`src/dsad_pkg.sv`:
```
package dsad_pkg;

  localparam int TIME_BITS     = 32;
  localparam int GAP_BITS      = 16;
  localparam int CFG_IDX_BITS  = 8;
  localparam int CFG_DATA_BITS = 16;
  localparam int MODE_BITS     = 2;

  localparam logic [MODE_BITS-1:0] MODE_IDLE      = 2'd0;
  localparam logic [MODE_BITS-1:0] MODE_FRONT_HIT = 2'd1;
  localparam logic [MODE_BITS-1:0] MODE_LOCKED    = 2'd2;

  localparam logic [CFG_IDX_BITS-1:0] CFG_PRESS_THR   = 8'd0;
  localparam logic [CFG_IDX_BITS-1:0] CFG_RELEASE_THR = 8'd1;
  localparam logic [CFG_IDX_BITS-1:0] CFG_GAP_MIN     = 8'd2;
  localparam logic [CFG_IDX_BITS-1:0] CFG_GAP_MAX     = 8'd3;

  localparam logic [GAP_BITS-1:0] GAP_MIN_RESET = 16'd20;
  localparam logic [GAP_BITS-1:0] GAP_MAX_RESET = 16'd1000;

  typedef struct packed {
    logic [MODE_BITS-1:0] mode;
    logic [TIME_BITS-1:0] hit_time;
  } dsad_state_t;

  typedef struct packed {
    logic [GAP_BITS-1:0] gap_min;
    logic [GAP_BITS-1:0] gap_max;
  } dsad_gap_t;

endpackage

```
`src/dsad_step.sv`:
```
module dsad_step import dsad_pkg::*; #(
  parameter int SAMPLE_BITS = 12
) (
  input  logic [SAMPLE_BITS-1:0] press_thr,
  input  logic [SAMPLE_BITS-1:0] release_thr,
  input  dsad_gap_t              gap,
  input  logic [SAMPLE_BITS-1:0] front,
  input  logic [SAMPLE_BITS-1:0] rear,
  input  logic [TIME_BITS-1:0]   now,
  input  dsad_state_t            cur,
  output dsad_state_t            nxt,
  output logic                   detected
);

  logic                 front_press;
  logic                 rear_press;
  logic                 all_clear;
  logic [TIME_BITS-1:0] elapsed;
  logic [TIME_BITS-1:0] gap_min_w;
  logic [TIME_BITS-1:0] gap_max_w;
  logic                 past_max;
  logic                 in_window;

  assign front_press = front > press_thr;
  assign rear_press  = rear > press_thr;
  assign all_clear   = (front < release_thr) && (rear < release_thr);
  // wrapping difference: a timestamp that runs backwards reads as a long gap
  assign elapsed   = now - cur.hit_time;
  assign gap_min_w = {{(TIME_BITS-GAP_BITS){1'b0}}, gap.gap_min};
  assign gap_max_w = {{(TIME_BITS-GAP_BITS){1'b0}}, gap.gap_max};
  assign past_max  = elapsed > gap_max_w;
  assign in_window = (elapsed >= gap_min_w) && !past_max;

  always_comb begin
    nxt      = cur;
    detected = 1'b0;
    case (cur.mode)
      MODE_FRONT_HIT: begin
        if (rear_press && in_window) begin
          detected = 1'b1;
          nxt.mode = MODE_LOCKED;
        end else if (past_max) begin
          nxt.mode = MODE_LOCKED;
        end else if (!front_press && !rear_press) begin
          nxt.mode = MODE_IDLE;
        end
      end
      MODE_LOCKED: begin
        if (all_clear) begin
          nxt.mode = MODE_IDLE;
        end
      end
      default: begin
        // idle, and the unused code behaves as idle
        nxt.mode = MODE_IDLE;
        if (front_press && !rear_press) begin
          nxt.mode     = MODE_FRONT_HIT;
          nxt.hit_time = now;
        end else if (front_press && rear_press) begin
          detected = 1'b1;
          nxt.mode = MODE_LOCKED;
        end
      end
    endcase
  end

endmodule

```
`src/dual_sensor_axle_detector_core.sv`:
```
// Axle detector for a pair of force sensors. Each input item is one poll (front
// sample, rear sample, millisecond timestamp) and gives exactly one result item
// (vehicle_detected, mode_now). One item is taken every cycle while in_stall is low;
// its result goes to the out_ ports through an input register and a result register
// around a single compare-and-subtract step that updates the mode and armed timestamp
// once per item. cfg_ready is always high; writes to
// indexes beyond gap_max_ms are dropped, and configuration is meant to change
// only while no item is in flight.
module dual_sensor_axle_detector_core import dsad_pkg::*; #(
  parameter int SAMPLE_BITS = 12
) (
  input  logic                     clk,
  input  logic                     rst_n,
  input  logic                     in_valid,
  output logic                     in_stall,
  input  logic [SAMPLE_BITS-1:0]   in_front_sample,
  input  logic [SAMPLE_BITS-1:0]   in_rear_sample,
  input  logic [TIME_BITS-1:0]     in_time_now_ms,
  output logic                     out_valid,
  input  logic                     out_stall,
  output logic                     out_vehicle_detected,
  output logic [MODE_BITS-1:0]     out_mode_now,
  input  logic                     cfg_valid,
  output logic                     cfg_ready,
  input  logic [CFG_IDX_BITS-1:0]  cfg_index,
  input  logic [CFG_DATA_BITS-1:0] cfg_wdata
);

  localparam logic [SAMPLE_BITS-1:0] PRESS_RESET   = SAMPLE_BITS'(2048);
  localparam logic [SAMPLE_BITS-1:0] RELEASE_RESET = SAMPLE_BITS'(1024);

  logic [SAMPLE_BITS-1:0] press_thr_r;
  logic [SAMPLE_BITS-1:0] release_thr_r;
  dsad_gap_t              gap_r;

  logic                   s1_valid_r;
  logic [SAMPLE_BITS-1:0] s1_front_r;
  logic [SAMPLE_BITS-1:0] s1_rear_r;
  logic [TIME_BITS-1:0]   s1_time_r;

  dsad_state_t            state_r;
  dsad_state_t            state_nxt;
  logic                   detected_nxt;

  logic                   out_valid_r;
  logic                   out_det_r;
  logic [MODE_BITS-1:0]   out_mode_r;

  logic                   advance;
  logic                   fire;

  assign cfg_ready = 1'b1;

  always_ff @(posedge clk) begin
    if (!rst_n) begin
      press_thr_r   <= PRESS_RESET;
      release_thr_r <= RELEASE_RESET;
      gap_r.gap_min <= GAP_MIN_RESET;
      gap_r.gap_max <= GAP_MAX_RESET;
    end else if (cfg_valid) begin
      case (cfg_index)
        CFG_PRESS_THR:   press_thr_r   <= cfg_wdata[SAMPLE_BITS-1:0];
        CFG_RELEASE_THR: release_thr_r <= cfg_wdata[SAMPLE_BITS-1:0];
        CFG_GAP_MIN:     gap_r.gap_min <= cfg_wdata[GAP_BITS-1:0];
        CFG_GAP_MAX:     gap_r.gap_max <= cfg_wdata[GAP_BITS-1:0];
        default: ;
      endcase
    end
  end

  // result register frees up when empty or being taken
  assign advance  = !out_valid_r || !out_stall;
  assign fire     = s1_valid_r && advance;
  assign in_stall = s1_valid_r && !advance;

  always_ff @(posedge clk) begin
    if (!rst_n) begin
      s1_valid_r <= 1'b0;
    end else if (!in_stall) begin
      s1_valid_r <= in_valid;
    end
  end

  always_ff @(posedge clk) begin
    if (!in_stall && in_valid) begin
      s1_front_r <= in_front_sample;
      s1_rear_r  <= in_rear_sample;
      s1_time_r  <= in_time_now_ms;
    end
  end

  dsad_step #(
    .SAMPLE_BITS (SAMPLE_BITS)
  ) u_step (
    .press_thr   (press_thr_r),
    .release_thr (release_thr_r),
    .gap         (gap_r),
    .front       (s1_front_r),
    .rear        (s1_rear_r),
    .now         (s1_time_r),
    .cur         (state_r),
    .nxt         (state_nxt),
    .detected    (detected_nxt)
  );

  always_ff @(posedge clk) begin
    if (!rst_n) begin
      state_r.mode     <= MODE_IDLE;
      state_r.hit_time <= '0;
    end else if (fire) begin
      state_r <= state_nxt;
    end
  end

  always_ff @(posedge clk) begin
    if (!rst_n) begin
      out_valid_r <= 1'b0;
    end else if (advance) begin
      out_valid_r <= s1_valid_r;
    end
  end

  always_ff @(posedge clk) begin
    if (fire) begin
      out_det_r  <= detected_nxt;
      out_mode_r <= state_nxt.mode;
    end
  end

  assign out_valid            = out_valid_r;
  assign out_vehicle_detected = out_det_r;
  assign out_mode_now         = out_mode_r;

  a_det_locks: assert property (@(posedge clk) disable iff (!rst_n)
    out_valid_r && out_det_r |-> out_mode_r == MODE_LOCKED)
    else $error("detection reported without locking");

  a_out_tracks_state: assert property (@(posedge clk) disable iff (!rst_n)
    out_valid_r |-> out_mode_r == state_r.mode)
    else $error("result mode differs from held mode");

  a_stall_needs_item: assert property (@(posedge clk) disable iff (!rst_n)
    in_stall |-> s1_valid_r && out_valid_r && out_stall)
    else $error("input stalled with no item held");

  a_idle_lock_reports: assert property (@(posedge clk) disable iff (!rst_n)
    fire && state_r.mode == MODE_IDLE && state_nxt.mode == MODE_LOCKED |-> detected_nxt)
    else $error("silent lock from idle");

endmodule

```
`config.mk`:
```
export PLATFORM = sky130hd
export DESIGN_NAME = dual_sensor_axle_detector_core
export DESIGN_NICKNAME = d
export VERILOG_FILES = /design/src/dsad_pkg.sv /design/src/dsad_step.sv /design/src/dual_sensor_axle_detector_core.sv
export SDC_FILE = /design/constraint.sdc
export NUM_CORES = 1
export LEC_CHECK = 0
export ABC_AREA = 1
export BUFFER_PORTS_ARGS = -buffer_cell sky130_fd_sc_hd__clkbuf_2
export CORE_UTILIZATION = 53
export CTS_CLUSTER_SIZE = 40
export DETAILED_ROUTE_END_ITERATION = 7
export PLACE_DENSITY_LB_ADDON = 0.3
export SLEW_MARGIN = 20
export SYNTH_ARGS = -nofsm -noshare
export SYNTH_HDL_FRONTEND = slang
export SYNTH_SLANG_ARGS = --single-unit
```
`constraint.sdc`:
```
create_clock -name clk -period 3.1 [get_ports clk]
set_input_delay 0 -clock clk [delete_from_list [all_inputs] [get_ports clk]]
set_output_delay 0 -clock clk [all_outputs]
set_load 0.03 [all_outputs]
```
==> results.md <==
* Via count at about 8700
* Final hold vios at 0
* Finished Layout Cells at ~1700
* Final-report max-slew violation count at 0
* Post-synth EDFFs at 59
* Die footprint at 18400 um^2
* Leakage at between 0.005 and 0.006 uW
* Hold Path Class: in2reg
* Slowest CP cell: edfxtp_1
* Final instance area at about 12000 um^2
* Clock root buffer: clkbuf_16
* Die width at 136 um
* Worst clock skew at about 0.012 ns
* Ys Warns at 0
* Antenna cells at 0
* Max_slew headroom at approximately a third
* Total placed instance area at ~10000 um^2
* DRT iter0 DRCs at between 500 and 600
* Crit path launch type: register
* CORE AREA at ~17000 um^2
* Setup violators final at 5
* Setup TNS at -0.305 ns
* Synth Register Bits at 151
* Port bufs at 89
* CP arrival at roughly 3.4 ns
* HPWL Detailed at about 16000 um
* Nets@finish at 1665
* Setup ws final at -0.0760 ns
* RD Place Congestion at between 0.9 and 1
* GR Util All Layers at between 20% and 30%
* Clock latency at the later pin of the worst-skew pair at ~0.44 ns
* Starting density of the core at 54.5%
* Io pins at 91
* Max Fclk at between 0.3 and 0.4 GHz
* Worst slew pin tran at a little under 1 ns
* Height of the die at approximately 140 um
* Via density at between 5 and 6
* Routed WL per cell at around 14 um
* Status: complete, but fails checks
* Antenna viol nets, final at 0
* Fraction of layout cells with a size suffix above 1 at 19.0%
* Top FF cell, synth: dfxtp_1
* Crit Path Class: reg2reg
* Antenna violations before repair at 0
* P per Cell Area at 457 nW/um^2
* WL final at ~24000 um
* Syn Nets at around 1500
* Max_cap viols at 0
* Global-route wire length before repair at 38200 um
* Worst path max stage delay at 0.44 ns
* Clock sinks at 151
* Crit path required time at 3.28 ns
* DR DRC count at 0
* Cell Rows at 48
* Worst Setup End Kind: register
* Worst-path clk slew at about 0.070 ns
* RSZ-0062 raised after global routing: true
* Critical Path Most Common Cell: nand2_4
* DRT Pass-1 Iters at 8
* Placed insts at between 1500 and 2000
* Synthesis-to-finish area growth at 29.5%
* Maximum root-to-sink buffer count at 2
* Failing checks: setup timing
* Pre-CTS WS at -0.125 ns
* Largest net degree at the start of global routing at 70
* Post-Synthesis Cell Area at 9470 um^2
* Number of global-route vias before repair at 8308
* Period utilization at 102%
* Post-synth ARST share at 0%
* Cell breakdown of the critical path: ha_4, nand2_4, nand2_4, a21oi_4, nand2_4, nand2_4, nand2_4, xor2_2, ha_1, nand2_1, inv_1, o21ai_1, a21oi_1, nor2_1, nand2_1, nand2_2, nand3_2, nor2_1, nand2_1, nor2_4, nand4_1, nand3_1, nand2_1
* Critical Path Fanout Max at 4
* CTS tree: done
* Cell variety after synth at 37
* Maximum vdd drop at slightly above 0.6 mV
* Total Power at 5600 uW
* Grt total ovfl at 0
* H-tree depth at 4
* Crit path time final at around 3.2 ns
* Sequential area share after synthesis at 38.2%
* Syn Inst Count at 1261
* Synth Area per Inst at 7.51 um^2
* Total CTS buffers at 17
routing by layer:
metal	vias to the layer above	routed length [um]	GRT usage [%]
met1	3888	10500	32.7
met2	239	11600	45.9
met3	51	1130	4.26
met4	0	714	10.2
met5	-	0	0
li1	4484	-	-
worst max-delay path, delay by kind of cell (launching register included):
kind                     cells  cell delay [ns]
AND/OR/NAND/NOR             16             1.30
adder cells (fa/ha/maj)      2             0.62
flip-flops                   1             0.44
AO/OA/AOI/OAI                3             0.33
XOR/XNOR                     1             0.18
buffers and inverters        1             0.05
report_power, final:
| part | switching [uW] | internal (uW) |
|---|---|---|
| logic | 739 | 591 |
| registers | 42.2 | 2140 |
| clock network | 977 | 1110 |
| total | 1760 | 3840 |
final timing paths:
kind | start | to | slack [ns] | cells after the start
setup / recovery | s1_time_r[4] | out_mode_now[1] | -0.08 | 23
hold / removal | cfg_index[3] | gap_r[16] | 0.03 | 5
hold reg to reg | state_r[0] | state_r[0] | 0.45 | 2
setup reg to reg | s1_time_r[4] | out_mode_now[1] | -0.08 | 23
layout by cell type, fill, tap and decap left out, drive strengths merged, types with 2 or more instances in the layout:
master and instances:
o211ai 11, o21ai 71, edfxtp 59, xnor2 2
nand3 43, nand4 14, clkinv 7, nor2 92
a211oi 22, and2 3, ha 111, xor2 13
dlygate4sd3 76, nand2 316, a21oi 115, inv 253
nor3 11, buf 49, clkbuf 107, dfxtp 92
o21bai 5
cell type report:
type / count / area, um^2
repair buffers: 214 / 1600
clock buffers: 18 / 450
flip-flops and latches: 151 / 3610
well taps: 225 / 282
fillers: 1321 / 5100
inverters: 246 / 926
multi-input cells: 838 / 5260
clock inverters: 14 / 129
sequential cells by signal (all words and copies together) (netlist names):
name / cells
out_valid: 1
out_mode_now: 2
state_r: 34
out_vehicle_detected: 1
s1_rear_r: 12
s1_front_r: 12
s1_time_r: 32
s1_valid_r: 1
release_thr_r: 12
gap_r: 32
press_thr_r: 12
cell usage after synthesis, drive strengths merged, types with 2 or more instances:
cell type  count  area [um^2]
a211oi        22          165
a21oi        115          587
and2           3         18.8
buf            2         12.5
clkbuf        24         90.1
clkinv         3         11.3
dfxtp         92         1840
edfxtp        59         1770
ha           111         1390
inv          243          912
nand2        316         1240
nand3         43          230
nand4         14         87.6
nor2          92          365
nor3          11         60.1
o211ai        11         82.6
o21ai         71          355
o21bai         5         37.5
xnor2          2         17.5
xor2          13          114
what timing repair did:
action | 4_1_cts | 5_1_grt
endpoints found under the hold margin | 114 | 0
pin swaps | 15 | 27
gates resized for setup | 35 | 41
hold buffers | 76 | 0
setup buffers | 3 | 6
endpoints found under the setup margin | 5 | 5
cells by family (layout without fill, tap and decap cells):
| family | Yosys count | count (layout) | share of synthesized area (%) |
|---|---|---|---|
| AND/OR/NAND/NOR | 484 | 484 | 21.6 |
| buffers and inverters | 272 | 492 | 10.8 |
| AO/OA/AOI/OAI | 226 | 226 | 13.1 |
| flip-flops | 151 | 151 | 38.2 |
| adder cells (fa/ha/maj) | 112 | 112 | 14.9 |
| XOR/XNOR | 15 | 15 | 1.39 |
| other | 1 | 1 | 0.0396 |
metrics by stage:
step	hold slack [ns]	util, %
6_report	0.0307	70.6
5_1_grt	0.0606	70.6
4_1_cts	0.00514	69.4
3_5_place_dp	0.179	60.0
3_3_place_gp	0.177	60.0
2_1_floorplan	0.0989	-
No activity file was read; power rests on OpenSTA's default activity.
